==> src/rtl/csb_pkg.sv <==
// Shared types, constants and register map of the carrier-sense backoff sender
package csb_pkg;

    localparam int TIMER_WIDTH_DEF = 24;

    localparam int ADDR_W = 5;
    localparam int DATA_W = 32;
    localparam int REG_IDX_W = 3;

    localparam logic [REG_IDX_W-1:0] REG_SLOT_TIME    = 3'd0;
    localparam logic [REG_IDX_W-1:0] REG_MAX_ATTEMPTS = 3'd1;
    localparam logic [REG_IDX_W-1:0] REG_CAP_EXPONENT = 3'd2;
    localparam logic [REG_IDX_W-1:0] REG_MAX_LENGTH   = 3'd3;
    localparam logic [REG_IDX_W-1:0] REG_RANDOM_SEED  = 3'd4;

    localparam logic [7:0]  SLOT_TIME_RST    = 8'd39;
    localparam logic [4:0]  MAX_ATTEMPTS_RST = 5'd16;
    localparam logic [3:0]  CAP_EXPONENT_RST = 4'd10;
    localparam logic [11:0] MAX_LENGTH_RST   = 12'd2312;
    localparam logic [15:0] RANDOM_SEED_RST  = 16'd44257;

    localparam logic CMD_TICK = 1'b0;
    localparam logic CMD_SEND = 1'b1;

    localparam int SLOT_W = 15;
    localparam int PROD_W = 8 + SLOT_W;

    typedef struct packed {
        logic        cmd;
        logic [11:0] payload_len;
        logic        carrier_busy;
    } req_item_t;

    typedef struct packed {
        logic       transmit;
        logic       dropped;
        logic       rejected;
        logic       waiting;
        logic [4:0] attempt_count;
    } rsp_item_t;

    typedef struct packed {
        logic [7:0]  slot_time;
        logic [4:0]  max_attempts;
        logic [3:0]  cap_exponent;
        logic [11:0] max_length;
    } cfg_t;

    typedef struct packed {
        logic        load;
        logic [15:0] value;
    } seed_load_t;

endpackage

==> src/rtl/csb_regs.sv <==
// APB configuration registers of the carrier-sense backoff sender
module csb_regs
    import csb_pkg::*;
(
    input  logic              clk,
    input  logic              rst_n,
    input  logic              psel,
    input  logic              penable,
    input  logic              pwrite,
    input  logic [ADDR_W-1:0] paddr,
    input  logic [DATA_W-1:0] pwdata,
    output logic [DATA_W-1:0] prdata,
    output logic              pready,
    output cfg_t              cfg,
    output seed_load_t        seed_load
);

    logic [7:0]           slot_time_reg;
    logic [4:0]           max_attempts_reg;
    logic [3:0]           cap_exponent_reg;
    logic [11:0]          max_length_reg;
    logic [15:0]          random_seed_reg;
    logic                 wr_en;
    logic [REG_IDX_W-1:0] idx;

    assign pready = 1'b1;
    assign wr_en  = psel & penable & pwrite;
    assign idx    = paddr[ADDR_W-1:2];

    always_ff @(posedge clk or negedge rst_n)
    begin
        if (!rst_n)
        begin
            slot_time_reg    <= SLOT_TIME_RST;
            max_attempts_reg <= MAX_ATTEMPTS_RST;
            cap_exponent_reg <= CAP_EXPONENT_RST;
            max_length_reg   <= MAX_LENGTH_RST;
            random_seed_reg  <= RANDOM_SEED_RST;
        end
        else if (wr_en)
        begin
            unique case (idx)
                REG_SLOT_TIME:    slot_time_reg    <= pwdata[7:0];
                REG_MAX_ATTEMPTS: max_attempts_reg <= pwdata[4:0];
                REG_CAP_EXPONENT: cap_exponent_reg <= pwdata[3:0];
                REG_MAX_LENGTH:   max_length_reg   <= pwdata[11:0];
                REG_RANDOM_SEED:  random_seed_reg  <= pwdata[15:0];
                default: ;
            endcase
        end
    end

    always_comb
    begin
        unique case (idx)
            REG_SLOT_TIME:    prdata = DATA_W'(slot_time_reg);
            REG_MAX_ATTEMPTS: prdata = DATA_W'(max_attempts_reg);
            REG_CAP_EXPONENT: prdata = DATA_W'(cap_exponent_reg);
            REG_MAX_LENGTH:   prdata = DATA_W'(max_length_reg);
            REG_RANDOM_SEED:  prdata = DATA_W'(random_seed_reg);
            default:          prdata = '0;
        endcase
    end

    assign cfg.slot_time    = slot_time_reg;
    assign cfg.max_attempts = max_attempts_reg;
    assign cfg.cap_exponent = cap_exponent_reg;
    assign cfg.max_length   = max_length_reg;

    assign seed_load.load  = wr_en && (idx == REG_RANDOM_SEED);
    assign seed_load.value = pwdata[15:0];

endmodule

==> src/rtl/csb_core.sv <==
// Sender state and per-item backoff decision of the carrier-sense backoff sender
module csb_core
    import csb_pkg::*;
#(
    parameter int TIMER_WIDTH = TIMER_WIDTH_DEF
)
(
    input  logic       clk,
    input  logic       rst_n,
    input  logic       fire,
    input  req_item_t  item,
    input  cfg_t       cfg,
    input  seed_load_t seed_load,
    output rsp_item_t  result
);

    localparam int EXT_W = (TIMER_WIDTH > PROD_W) ? TIMER_WIDTH : PROD_W;

    logic                   wait_flag_reg;
    logic                   wait_flag_next;
    logic [4:0]             attempts_reg;
    logic [4:0]             attempts_next;
    logic [TIMER_WIDTH-1:0] remaining_reg;
    logic [TIMER_WIDTH-1:0] remaining_next;
    logic [15:0]            lfsr_reg;
    logic [15:0]            lfsr_next;

    logic                   feedback;
    logic                   bad_req;
    logic                   do_attempt;
    logic [TIMER_WIDTH-1:0] rem_dec;
    logic [5:0]             count;
    logic [4:0]             expo;
    logic [SLOT_W-1:0]      mask;
    logic [SLOT_W-1:0]      slots;
    logic [PROD_W-1:0]      product;
    logic [EXT_W-1:0]       delay_ext;
    logic [TIMER_WIDTH-1:0] delay;

    assign feedback  = lfsr_reg[15] ^ lfsr_reg[13] ^ lfsr_reg[12] ^ lfsr_reg[10];
    assign lfsr_next = {lfsr_reg[14:0], feedback};

    assign bad_req = wait_flag_reg || (item.payload_len == 12'd0)
                     || (item.payload_len > cfg.max_length);
    assign rem_dec = (remaining_reg != '0) ? remaining_reg - 1'b1 : remaining_reg;

    assign count   = {1'b0, attempts_reg} + 6'd1;
    assign expo    = (count[4:0] < {1'b0, cfg.cap_exponent}) ? count[4:0]
                     : {1'b0, cfg.cap_exponent};
    assign mask    = SLOT_W'((32'd1 << expo) - 32'd1);
    assign slots   = lfsr_next[SLOT_W-1:0] & mask;
    assign product = PROD_W'(cfg.slot_time * slots);

    assign delay_ext = EXT_W'(product);
    assign delay     = (delay_ext > EXT_W'({TIMER_WIDTH{1'b1}})) ? '1
                       : delay_ext[TIMER_WIDTH-1:0];

    always_comb
    begin
        wait_flag_next  = wait_flag_reg;
        attempts_next   = attempts_reg;
        remaining_next  = remaining_reg;
        result          = '0;
        do_attempt      = 1'b0;

        if (item.cmd == CMD_SEND)
        begin
            if (bad_req)
                result.rejected = 1'b1;
            else
                do_attempt = 1'b1;
        end
        else if (wait_flag_reg)
        begin
            remaining_next = rem_dec;
            if (rem_dec == '0)
            begin
                wait_flag_next = 1'b0;
                do_attempt     = 1'b1;
            end
        end

        if (do_attempt)
        begin
            if (!item.carrier_busy)
            begin
                attempts_next   = '0;
                wait_flag_next  = 1'b0;
                result.transmit = 1'b1;
            end
            else if (count > {1'b0, cfg.max_attempts})
            begin
                attempts_next  = '0;
                wait_flag_next = 1'b0;
                result.dropped = 1'b1;
            end
            else
            begin
                attempts_next  = count[4:0];
                remaining_next = delay;
                wait_flag_next = 1'b1;
            end
        end

        result.waiting       = wait_flag_next;
        result.attempt_count = attempts_next;
    end

    always_ff @(posedge clk or negedge rst_n)
    begin
        if (!rst_n)
        begin
            wait_flag_reg <= 1'b0;
            attempts_reg  <= '0;
            remaining_reg <= '0;
            lfsr_reg      <= RANDOM_SEED_RST;
        end
        else if (seed_load.load)
        begin
            lfsr_reg <= (seed_load.value == 16'd0) ? 16'd1 : seed_load.value;
        end
        else if (fire)
        begin
            wait_flag_reg <= wait_flag_next;
            attempts_reg  <= attempts_next;
            remaining_reg <= remaining_next;
            lfsr_reg      <= lfsr_next;
        end
    end

`ifndef NO_ASSERTIONS
    a_wait_has_attempt: assert property (@(posedge clk) disable iff (!rst_n)
        wait_flag_reg |-> (attempts_reg != 5'd0))
        else $error("waiting with no attempt counted");

    a_one_outcome: assert property (@(posedge clk) disable iff (!rst_n)
        fire |-> $onehot0({result.transmit, result.dropped, result.rejected}))
        else $error("more than one outcome for an item");

    a_sent_clears: assert property (@(posedge clk) disable iff (!rst_n)
        (fire && (result.transmit || result.dropped))
        |=> (!wait_flag_reg && (attempts_reg == 5'd0)))
        else $error("state not cleared after transmit or drop");

    a_lfsr_live: assert property (@(posedge clk) disable iff (!rst_n)
        lfsr_reg != 16'd0)
        else $error("random generator locked at zero");
`endif

endmodule

==> src/rtl/carrier_sense_backoff.sv <==
// Top level of the carrier-sense backoff sender: handshake stages around the core
// An accepted item passes the input register, then the result register,
// before its result is offered.
// Throughput: one item per cycle while the result stage is not stalled by rsp_ready.
// Reset: clears both stages, the sender state and the registers to their defaults,
// and loads the random generator with the default seed.
module carrier_sense_backoff
    import csb_pkg::*;
#(
    parameter int TIMER_WIDTH = TIMER_WIDTH_DEF
)
(
    input  logic              clk,
    input  logic              rst_n,
    input  logic              req_valid,
    output logic              req_ready,
    input  req_item_t         req,
    output logic              rsp_valid,
    input  logic              rsp_ready,
    output rsp_item_t         rsp,
    input  logic              psel,
    input  logic              penable,
    input  logic              pwrite,
    input  logic [ADDR_W-1:0] paddr,
    input  logic [DATA_W-1:0] pwdata,
    output logic [DATA_W-1:0] prdata,
    output logic              pready
);

    logic       stage_valid_reg;
    req_item_t  stage_reg;
    logic       rsp_valid_reg;
    rsp_item_t  rsp_reg;
    logic       advance;
    logic       fire;
    cfg_t       cfg;
    seed_load_t seed_load;
    rsp_item_t  result;

    csb_regs u_regs (
        .clk       (clk),
        .rst_n     (rst_n),
        .psel      (psel),
        .penable   (penable),
        .pwrite    (pwrite),
        .paddr     (paddr),
        .pwdata    (pwdata),
        .prdata    (prdata),
        .pready    (pready),
        .cfg       (cfg),
        .seed_load (seed_load)
    );

    csb_core #(
        .TIMER_WIDTH (TIMER_WIDTH)
    ) u_core (
        .clk       (clk),
        .rst_n     (rst_n),
        .fire      (fire),
        .item      (stage_reg),
        .cfg       (cfg),
        .seed_load (seed_load),
        .result    (result)
    );

    assign advance   = !rsp_valid_reg || rsp_ready;
    assign fire      = stage_valid_reg && advance;
    assign req_ready = !stage_valid_reg || advance;
    assign rsp_valid = rsp_valid_reg;
    assign rsp       = rsp_reg;

    always_ff @(posedge clk or negedge rst_n)
    begin
        if (!rst_n)
        begin
            stage_valid_reg <= 1'b0;
            rsp_valid_reg   <= 1'b0;
        end
        else
        begin
            if (req_ready)
                stage_valid_reg <= req_valid;
            if (advance)
                rsp_valid_reg <= stage_valid_reg;
        end
    end

    always_ff @(posedge clk)
    begin
        if (req_ready && req_valid)
            stage_reg <= req;
        if (fire)
            rsp_reg <= result;
    end

`ifndef NO_ASSERTIONS
    a_stage_holds: assert property (@(posedge clk) disable iff (!rst_n)
        (stage_valid_reg && !advance) |=> (stage_valid_reg && $stable(stage_reg)))
        else $error("stalled item lost from input stage");

    a_result_follows: assert property (@(posedge clk) disable iff (!rst_n)
        fire |=> rsp_valid_reg)
        else $error("processed item gave no result");

    a_no_accept_full: assert property (@(posedge clk) disable iff (!rst_n)
        (rsp_valid_reg && !rsp_ready && stage_valid_reg) |-> !req_ready)
        else $error("item accepted with both stages full");
`endif

endmodule
==> config.mk <==
export PLATFORM = sky130hd
export DESIGN_NAME = carrier_sense_backoff
export DESIGN_NICKNAME = d
export VERILOG_FILES = /design/src/rtl/csb_pkg.sv /design/src/rtl/csb_regs.sv /design/src/rtl/csb_core.sv /design/src/rtl/carrier_sense_backoff.sv
export SDC_FILE = /design/constraint.sdc
export NUM_CORES = 1
export LEC_CHECK = 0
export BUFFER_PORTS_ARGS = -buffer_cell sky130_fd_sc_hd__buf_2
export CORE_MARGIN = 1
export CORE_UTILIZATION = 40
export CTS_BUF_LIST = sky130_fd_sc_hd__clkbuf_8
export DETAILED_ROUTE_END_ITERATION = 8
export SETUP_SLACK_MARGIN = 0.5
export SLEW_MARGIN = 20
export SYNTH_ARGS = -nofsm -noshare
export SYNTH_HDL_FRONTEND = slang
export SYNTH_SLANG_ARGS = --single-unit
==> constraint.sdc <==
create_clock -name clk -period 14 [get_ports clk]
set_input_delay 2.1 -clock clk [delete_from_list [all_inputs] [get_ports clk]]
set_output_delay 2.1 -clock clk [all_outputs]
set_load 0.02 [all_outputs]
==> results of run 1 <==
[metal layers]
layer  track usage, %  wire length, microns  up-vias
met3             3.17                   969       43
met1             28.1                 13100     4252
li1                 -                     -     4142
met5                0                     0        -
met4             5.92                   517        0
met2             34.3                 13200      200
[per-stage QoR]
| step | hold slack, ns | instances |
|---|---|---|
| finish | 0.461 | 1579 |
| floorplan | 0.436 | 1194 |
| detailed placement | 0.446 | 1547 |
| CTS | 0.462 | 1579 |
| global placement | 0.445 | 1546 |
| global route | 0.479 | 1579 |
[worst register-to-register path: cells and delay by family (launching register included)]
family | cells | cell delay [ns]
fa+ha+maj | 8 | 3.36
compound gates | 9 | 2.06
simple gates | 7 | 1.78
xor+xnor | 2 | 0.69
flops | 1 | 0.50
mux | 1 | 0.46
buf+inv | 2 | 0.11
[cell usage after synthesis, types with 19 or more instances]
master and n:
nand2_1 138, inv_1 114, fa_1 78, and2_1 74, dfrtp_1 67, ha_1 67, o21ai_0 64, nor2_1 53
a21oi_1 42, and3_1 42, clkbuf_1 31, mux2i_1 30, nand3_1 27, dfstp_2 26, edfxtp_1 23, nor3_1 23
mux2_2 20, nor4_1 19
[how the worst max path moves through the flow]
| stage | cells past startpoint | end | startpoint |
|---|---|---|---|
| global placement | 30 | u_core.remaining_reg[21] | u_core.attempts_reg[0] |
| finish | 29 | u_core.remaining_reg[21] | u_core.attempts_reg[0] |
| detailed placement | 29 | u_core.remaining_reg[21] | u_core.attempts_reg[0] |
| CTS | 29 | u_core.remaining_reg[21] | u_core.attempts_reg[0] |
| global route | 29 | u_core.remaining_reg[21] | u_core.attempts_reg[0] |
| floorplan | 30 | u_core.remaining_reg[21] | u_core.attempts_reg[0] |
[final cells by class]
class,instances,area [sq um]
Clock buffer,17,234
Clock inverter,15,181
Fill cell,2620,14500
Inverter,116,435
Multi-Input combinational cell,907,7070
Sequential cell,116,3050
Tap cell,335,419
Timing Repair Buffer,73,383
[logic make-up (layout without fill, tap and decap cells)]
logic type | count (synthesis) | after routing
simple gates | 445 | 445
compound gates | 215 | 215
buf+inv | 171 | 221
fa+ha+maj | 145 | 145
flops | 116 | 116
mux | 54 | 54
xor+xnor | 31 | 31
other cells | 2 | 17
[power by group]
part,leakage (nW),switching [W],internal (W)
Sequential,1.31,0.000137,0.000449
Combinational,4.10,0.000743,0.000489
Clock,0.207,0.000178,0.000167
Total,5.61,0.00106,0.00110
==> flow_summary_export.csv, run 1 <==
group,metric,value,unit
clocking,cts_setup_buffers,0,
worst_setup_path,crit_type,"flop to flop",
clocking,cts.sinks,116,
global_route,grt_pass1_vias,8589,
floorplan,die_x,166,microns
outcome,violations,"design-rule violations",
timing,relSlewSlack,32.4,%
timing,setup_ws,4.96,ns
worst_hold_path,min_to,"u_regs.random_seed_reg[13]",
layout,area_delta_synth_final,9.13,%
timing,setup-tns-final,0,ns
global_route,grt_pass1_wl,45600,microns
synth,dominantRegCellSynth,"dfrtp_1",
layout,final_cell_mix,"nand2_1 (138), inv_1 (114), fa_1 (78)",
pwr,leakagePower,5.61,nW
worst_setup_path,start_kind,"flop",
layout,n_antenna_cell,0,
synth,yosys_warnings,0,
pwr,p_per_area,184,mW/mm^2
place,port_buffers,66,
routing,drt_pass1_iterations,9,
timing,finClkSkew,0.0222,ns
worst_setup_path,end_kind,"flop",
timing,rsz0062_at_grt,"no",
timing,finalSetupViolCount,0,
clocking,cts_made_buffers,17,
synth,ys_types,84,
timing,layout_min_cycle_time,9.04,ns
worst_setup_path,path_buf_inv,2,
outcome,status,"complete, but fails checks",
routing,viasPerCell,5.47,
synth,synth_top_family_by_area,"adder cells",
clocking,clk_latency,0.46,ns
layout,nets,1434,
clocking,cts_tree,"yes",
floorplan,core-area,0.0263,sq mm
synth,yosysTopAreaCellShare,15.5,%
synth,synth_top_cell_by_area,"dfrtp_1",
floorplan,fp.dieH,166,microns
clocking,clk_pin_slew,0.09,ns
layout,largest_reg_flops,24,
timing,final.period_utilization,64.6,%
synth,synthCells,1179,
synth,synth_compound_area_share,13.1,%
routing,drt-total-wl,27700,microns
worst_setup_path,worst_path_max_delay_cell,"o21ai_0",
synth,synth_area,0.0108,sq mm
layout,final_common_cell,"nand2_1",
worst_setup_path,critPathMaxFanout,11,
layout,fin_area,0.0118,sq mm
pwr,vdd_ir_drop_max,71.0,uV
synth,synthArstFlopShare,80.2,%
place,place_ws,4.98,ns
timing,clock.fmax,111,MHz
worst_setup_path,reg2reg_to,"u_core.remaining_reg[21]",
floorplan,initial_core_util,41.1,%
global_route,antenna_found_initial,0,
routing,vias,8637,
routing,route.detailed.drc,3,
timing,finalMaxSlewViolations,0,
layout,drive_gt1_share,14.6,%
layout,final_util,44.8,%
synth,ys_ff_latch,116,
global_route,grtUsageTotal,20.7,%
synth,synthAdderAreaFrac,22.2,%
synth,avgSynthCellArea,9.15,sq um
clocking,cts-root-buf,"clkbuf_8",
worst_hold_path,min_from,"u_regs.random_seed_reg[13]",
synth,synth_xor_area_share,2.52,%
worst_setup_path,reg2reg_setup_slack,4.96,ns
place,hpwl,21000,microns
synth,synth_edf_count,23,
routing,final_antenna_net_count,0,
pwr,total_power,0.00216,W
routing,wl_per_cell,17.6,microns
timing,worstMarginPinSlew,1.01,ns
place,gp_congestion,0.907,
worst_setup_path,r2r_cells,29,
routing,drt_iter0_markers,571,
clocking,htreeDepth,4,
worst_setup_path,worstPathRequired,14.34,ns
synth,ys_seq_area_share,28.3,%
worst_setup_path,crit_family,"adder cells",
worst_hold_path,min_path_cells,2,
clocking,clockBufferDepth,2,
worst_setup_path,crit_path_max_incr_delay,0.78,ns
clocking,cts-hold-fix-buffers,0,
synth,synth_simple_gate_area_share,21.8,%
global_route,grt_max_degree,57,
timing,hold_violations,0,
global_route,grt_overflow,0,
run,cap_violations,0,
worst_setup_path,crit_arrival,9.38,ns
synth,yosys-top-cells-area,"dfrtp_1 (16%), fa_1 (14%), ha_1 (7.8%)",
floorplan,fp.dieArea,0.0276,sq mm
worst_setup_path,crit-reg2reg-launch,"u_core.attempts_reg[0]",
floorplan,fp-row-count,59,
clocking,cts.repair.resized,0,
place,dpl-instance-area,0.0114,sq mm
floorplan,ioPinCount,102,
synth,yosys-mux-area-fraction,5.29,%
worst_hold_path,min_path_type,"flop to flop",
No activity file was read; power rests on OpenSTA's default activity.
==> inputs of run 2 (changes only) <==
--- a/config.mk
+++ b/config.mk
@@ -5,6 +5,7 @@
 export SDC_FILE = /design/constraint.sdc
 export NUM_CORES = 1
 export LEC_CHECK = 0
+export ABC_AREA = 1
 export BUFFER_PORTS_ARGS = -buffer_cell sky130_fd_sc_hd__buf_2
 export CORE_MARGIN = 1
 export CORE_UTILIZATION = 40
==> constraint.sdc (replaced) <==
create_clock -name clk -period 7.3 [get_ports clk]
set_input_delay 1.095 -clock clk [delete_from_list [all_inputs] [get_ports clk]]
set_output_delay 1.095 -clock clk [all_outputs]
set_load 0.02 [all_outputs]
==> run 2 against run 1 <==
The flow now finishes without violations. Worst hold slack improved by 0.038 ns. Via count increased by 27%. Synthesized area increased by 7.3%. Critical endpoint is now u_core.remaining_reg[22]. Count of clock-buffer cells in the layout unchanged. Synthesized cell count is 38% higher. Maximum frequency rose by 33%. Largest cell class unchanged. Cell count rose by 36%. Global-route usage up 2.6 points. Non-clock buffer count grew 76. Sequential cell count is the same.
==> flow_summary_export.csv, run 2 <==
group,metric,value,unit
global_route,grt_max_degree,63,
routing,wl_per_cell,15.8,microns
clocking,clockBufferDepth,2,
worst_setup_path,r2r_cells,40,
synth,synth_edf_count,23,
worst_setup_path,crit_top_cell,"nand2_1",
place,hpwl,25400,microns
routing,route.detailed.drc,0,
routing,viasPerCell,5.12,
worst_setup_path,end_kind,"flop",
clocking,cts_tree,"yes",
worst_setup_path,worstPathRequired,7.70,ns
layout,area_delta_synth_final,21.3,%
floorplan,ioPinCount,102,
worst_setup_path,crit_arrival,7.18,ns
timing,layout_min_cycle_time,6.79,ns
worst_setup_path,reg2reg_to,"u_core.remaining_reg[22]",
worst_setup_path,crit_type,"flop to flop",
global_route,grtUsageTotal,23.3,%
layout,final_common_cell,"nand2_1",
worst_setup_path,worst_path_max_delay_cell,"fa_2",
layout,nets,1954,
clocking,htreeDepth,4,
layout,drive_gt1_share,22.3,%
layout,multi_input_comb_area,0.00819,sq mm
synth,synthCells,1629,
timing,rsz0062_at_grt,"yes",
worst_setup_path,start_kind,"flop",
synth,ys_ff_latch,116,
global_route,grt_pass1_vias,10600,
place,dp_cells,2073,
layout,stdcell_count,2142,
synth,ys_types,53,
floorplan,fp.dieH,172,microns
timing,whs,0.499,ns
synth,avgSynthCellArea,7.10,sq um
timing,final.period_utilization,93.0,%
worst_hold_path,min_path_type,"flop to flop",
clocking,cts-hold-fix-buffers,0,
worst_setup_path,timing.critical_path.to,"u_core.remaining_reg[22]",
global_route,grt_overflow,0,
routing,final_antenna_net_count,0,
synth,yosys-top-cells-area,"nand2_1 (15%), dfrtp_1 (14%), fa_1 (13%)",
worst_setup_path,critPathLaunch,"u_core.attempts_reg[2]",
timing,relSlewSlack,37.0,%
worst_setup_path,crit_path_max_incr_delay,0.50,ns
layout,largest_reg_flops,24,
clocking,clk_latency,0.46,ns
floorplan,fp.dieArea,0.0296,sq mm
routing,vias,11000,
synth,synth_top_cell_by_area,"nand2_1",
worst_setup_path,reg2reg_setup_slack,0.51,ns
routing,drt_iter0_markers,566,
place,gp_congestion,0.943,
global_route,grt_pass1_wl,53700,microns
floorplan,die_x,172,microns
synth,synthArstFlopShare,80.2,%
floorplan,core-area,0.0281,sq mm
routing,drt-total-wl,33900,microns
outcome,status,"finished clean",
place,dpl-instance-area,0.0125,sq mm
floorplan,fp-row-count,61,
worst_setup_path,crit-reg2reg-launch,"u_core.attempts_reg[2]",
worst_setup_path,critPathMaxFanout,7,
timing,finalSetupViolCount,0,
synth,synthMostInstantiatedCell,"nand2_1",
layout,n_antenna_cell,0,
timing,hold_violations,0,
synth,ys_seq_area_share,26.4,%
run,cap_violations,0,
floorplan,initial_core_util,41.2,%
layout,fillCellCount,2782,
timing,clock.fmax,147,MHz
synth,yosysTopAreaCellShare,14.5,%
synth,synth_common_cells,"nand2_1 (448), inv_1 (238), nor2_1 (183)",
timing,worstMarginPinSlew,0.942,ns
synth,yosys_warnings,0,
place,port_buffers,66,
clocking,clk_pin_slew,0.10,ns
clocking,cts.sinks,116,
timing,finalMaxSlewViolations,0,
synth,dominantRegCellSynth,"dfrtp_1",
layout,fin_area,0.0140,sq mm
global_route,antenna_found_initial,0,
routing,drt_pass1_iterations,7,
clocking,cts-root-buf,"clkbuf_8",
synth,synth_area,0.0116,sq mm
layout,final_cell_mix,"nand2_1 (416), inv_1 (218), nor2_1 (159)",
clocking,cts_made_buffers,17,
timing,finClkSkew,0.0312,ns
layout,seq_area,0.00305,sq mm
-- run 2: cell types whose count changed in the layout (fill, tap and decap cells not counted), sizes merged, moves of 30 or more --
| cell | change |
|---|---|
| mux2i | -30 |
| inv | +125 |
| buf | +76 |
| and2 | -66 |
| nand3 | +63 |
| and3 | -42 |
| nand2 | +316 |
| nor2 | +148 |
| o21ai | +72 |
-- run 2: critical path: cells and delay by family, from the launching register on --
kind	cells	cell delay (ns)
XOR/XNOR	2	0.37
adder cells (fa/ha/maj)	7	2.70
flip-flops	1	0.47
buffers and inverters	9	0.93
AO/OA/AOI/OAI	1	0.23
AND/OR/NAND/NOR	21	2.03
-- run 2: final cells by class --
type	instances	share of cell area, %
Multi-Input combinational cell	1220	58.3
Sequential cell	116	21.8
Clock buffer	17	1.67
Tap cell	378	3.37
Inverter	247	6.66
Clock inverter	15	1.26
Timing Repair Buffer	149	6.97
-- run 2: routing by layer --
layer  routed length, microns  up-vias  global-route usage (%)  part of all wire [%]
met3                     1580       61                    2.88                   4.7
met2                    16700      322                    40.9                    49
met1                    14600     5219                    28.9                    43
met5                        0        -                       0                     0
met4                     1020        0                    9.54                   3.0
li1                         -     5373                       -                     -
-- run 2: cell families after synthesis --
logic type	after synthesis	share of synthesized area (%)
adder cells (fa/ha/maj)	145	20.7
AND/OR/NAND/NOR	810	29.7
AO/OA/AOI/OAI	227	10.7
XOR/XNOR	21	1.65
buffers and inverters	308	10.8
other	2	0.0649
flip-flops	116	26.4
-- run 2: how the worst min path moves through the flow --
| stage | startpoint | end | slack (ns) | cells past startpoint |
|---|---|---|---|---|
| global placement | u_regs.max_length_reg[1] | u_regs.max_length_reg[1] | 0.47 | 2 |
| detailed placement | u_regs.max_length_reg[4] | u_regs.max_length_reg[4] | 0.47 | 2 |
| floorplan | u_regs.max_length_reg[10] | u_regs.max_length_reg[10] | 0.45 | 2 |
| global route | u_regs.max_length_reg[1] | u_regs.max_length_reg[1] | 0.51 | 2 |
| CTS | u_regs.max_length_reg[4] | u_regs.max_length_reg[4] | 0.50 | 2 |
| finish | u_regs.max_length_reg[4] | u_regs.max_length_reg[4] | 0.50 | 2 |
-- run 2: through the flow --
stage / worst slack, ns / TNS, ns / util [%]
3_3_place_gp: 0.0418 / 0 / 44.4
4_1_cts: 0.471 / 0 / 47.1
2_1_floorplan: 0.515 / 0 / -
3_5_place_dp: -0.0888 / -0.154 / 44.4
6_report: 0.514 / 0 / 50.0
5_1_grt: 0.151 / 0 / 50.0
-- run 2: timing repair --
item | 4_1_cts | 5_1_grt
resized for setup | 60 | 155
setup buffers | 13 | 24
cloned | 0 | 0
pin swaps | 22 | 106
endpoints found under the setup margin | 15 | 17
Power of run 2 is not shown: default switching activity piles up to over one toggle a cycle in this logic, so the estimate is an artifact.
==> inputs of run 3 (changes only) <==
--- a/config.mk
+++ b/config.mk
@@ -7,6 +7,7 @@
 export LEC_CHECK = 0
 export ABC_AREA = 1
 export BUFFER_PORTS_ARGS = -buffer_cell sky130_fd_sc_hd__buf_2
+export CORE_ASPECT_RATIO = 0.75
 export CORE_MARGIN = 1
 export CORE_UTILIZATION = 40
 export CTS_BUF_LIST = sky130_fd_sc_hd__clkbuf_8
==> run 3 against run 2 <==
Largest cell class unchanged. Global-route usage grew 1.5 points. Critical endpoint is now u_core.remaining_reg[21]. Worst hold slack lost 0.0037 ns. Sequential cell count is the same.
==> flow_summary_export.csv, run 3 (synthesized netlist as in run 2, its figures left out) <==
group,metric,value,unit
outcome,status,"finished clean",
global_route,grt_overflow,0,
global_route,antenna_found_initial,0,
timing,clock.fmax,147,MHz
layout,nets,1986,
worst_setup_path,start_kind,"flop",
layout,multi_input_comb_area,0.00808,sq mm
worst_setup_path,worst_path_max_delay_cell,"fa_1",
layout,final_util,50.3,%
run,cap_violations,0,
timing,finalMaxSlewViolations,0,
clocking,cts_made_buffers,17,
worst_setup_path,worstPathRequired,7.70,ns
clocking,cts_tree,"yes",
clocking,clk_latency,0.47,ns
place,port_buffers,66,
timing,layout_min_cycle_time,6.81,ns
routing,route.detailed.drc,0,
place,gp_congestion,0.935,
clocking,cts-root-buf,"clkbuf_8",
layout,seq_area,0.00305,sq mm
floorplan,fp.dieH,149,microns
worst_setup_path,end_kind,"flop",
timing,setup_ws,0.488,ns
layout,stdcell_count,2181,
layout,final_common_cell,"nand2_1",
worst_hold_path,min_path_type,"flop to flop",
place,place_ws,-0.0694,ns
place,hpwl,26500,microns
place,dp_cells,2120,
worst_setup_path,crit_arrival,7.22,ns
timing,setup-tns-final,0,ns
routing,vias,11200,
worst_setup_path,critPathMaxFanout,7,
floorplan,die_x,198,microns
global_route,grt_max_degree,69,
global_route,grtUsageTotal,24.8,%
floorplan,fp-row-count,53,
worst_setup_path,crit_top_cell,"nand2_1",
timing,worstMarginPinSlew,0.930,ns
clocking,cts-hold-fix-buffers,0,
timing,relSlewSlack,37.8,%
floorplan,fp.dieArea,0.0296,sq mm
layout,final_cell_mix,"nand2_1 (423), inv_1 (224), nor2_1 (158)",
clocking,clockBufferDepth,2,
layout,n_antenna_cell,0,
routing,wl_per_cell,16.3,microns
routing,drt_pass1_iterations,6,
floorplan,core-area,0.0282,sq mm
worst_setup_path,crit_type,"flop to flop",
timing,rsz0062_at_grt,"yes",
timing,final.period_utilization,93.3,%
floorplan,ioPinCount,102,
layout,fillCellCount,2838,
layout,drive_gt1_share,23.0,%
timing,finClkSkew,0.0163,ns
routing,viasPerCell,5.15,
layout,area_delta_synth_final,22.7,%
worst_setup_path,crit_path_max_incr_delay,0.53,ns
layout,largest_reg_flops,24,
routing,final_antenna_net_count,0,
clocking,clk_pin_slew,0.09,ns
timing,finalSetupViolCount,0,
floorplan,initial_core_util,41.0,%
routing,drt_iter0_markers,962,
timing,hold_violations,0,
clocking,cts.sinks,116,
routing,drt-total-wl,35600,microns
clocking,htreeDepth,4,
global_route,grt_pass1_wl,56800,microns
global_route,grt_pass1_vias,10700,
[run 3: changes by cell type in the layout (fill, tap and decap cells not counted), sizes merged]
cell | previous run | this run
clkinv | 11 | 12
inv | 251 | 250
buf | 149 | 181
[run 3: metal layers]
metal / part of all wire (%) / track usage [%] / vias up
li1: - / - / 5439
met1: 50 / 38.1 / 5383
met2: 42 / 36.6 / 381
met3: 7.0 / 3.84 / 29
met4: 1.1 / 4.58 / 0
met5: 0 / 0 / -
[run 3: critical path, delay by kind of cell, from the launching register on]
kind	cells	cell delay, ns
buf+inv	12	1.21
flops	1	0.43
simple gates	22	2.10
fa+ha+maj	7	2.39
compound gates	2	0.25
xor+xnor	2	0.36
[run 3: final timing paths]
check	from	end	slack, ns	cells past startpoint
max reg2reg	u_core.attempts_reg[0]	u_core.remaining_reg[21]	0.49	45
min in group asynchronous	rst_n	u_core.remaining_reg[16]	0.54	1
max	u_core.attempts_reg[0]	u_core.remaining_reg[21]	0.49	45
max in group asynchronous	rst_n	u_core.lfsr_reg[2]	5.53	2
min	u_regs.max_length_reg[2]	u_regs.max_length_reg[2]	0.50	2
min reg2reg	u_regs.max_length_reg[2]	u_regs.max_length_reg[2]	0.50	2
[run 3: through the flow]
step                      cell area [sq um]  hold slack (ns)
after floorplan                       11600            0.453
after global placement                12800            0.468
after detailed placement              12800            0.475
after CTS                             13700            0.497
after global routing                  14200            0.532
final                                 14200            0.496
[run 3: what timing repair did]
action / in CTS / in global routing
gates resized for setup: 81 / 109
buffers inserted: 16 / 13
pin swaps: 35 / 85
setup endpoints to repair: 14 / 16
[run 3: area by class of cell]
type | instances | area share (%)
clock buffer | 17 | 1.65
sequential | 116 | 21.5
inverter | 247 | 6.56
tap | 385 | 3.39
clock inverter | 15 | 1.28
timing repair buffer | 181 | 8.71
multi-input combinational | 1220 | 56.9
Power of run 3 is left out for the same reason.
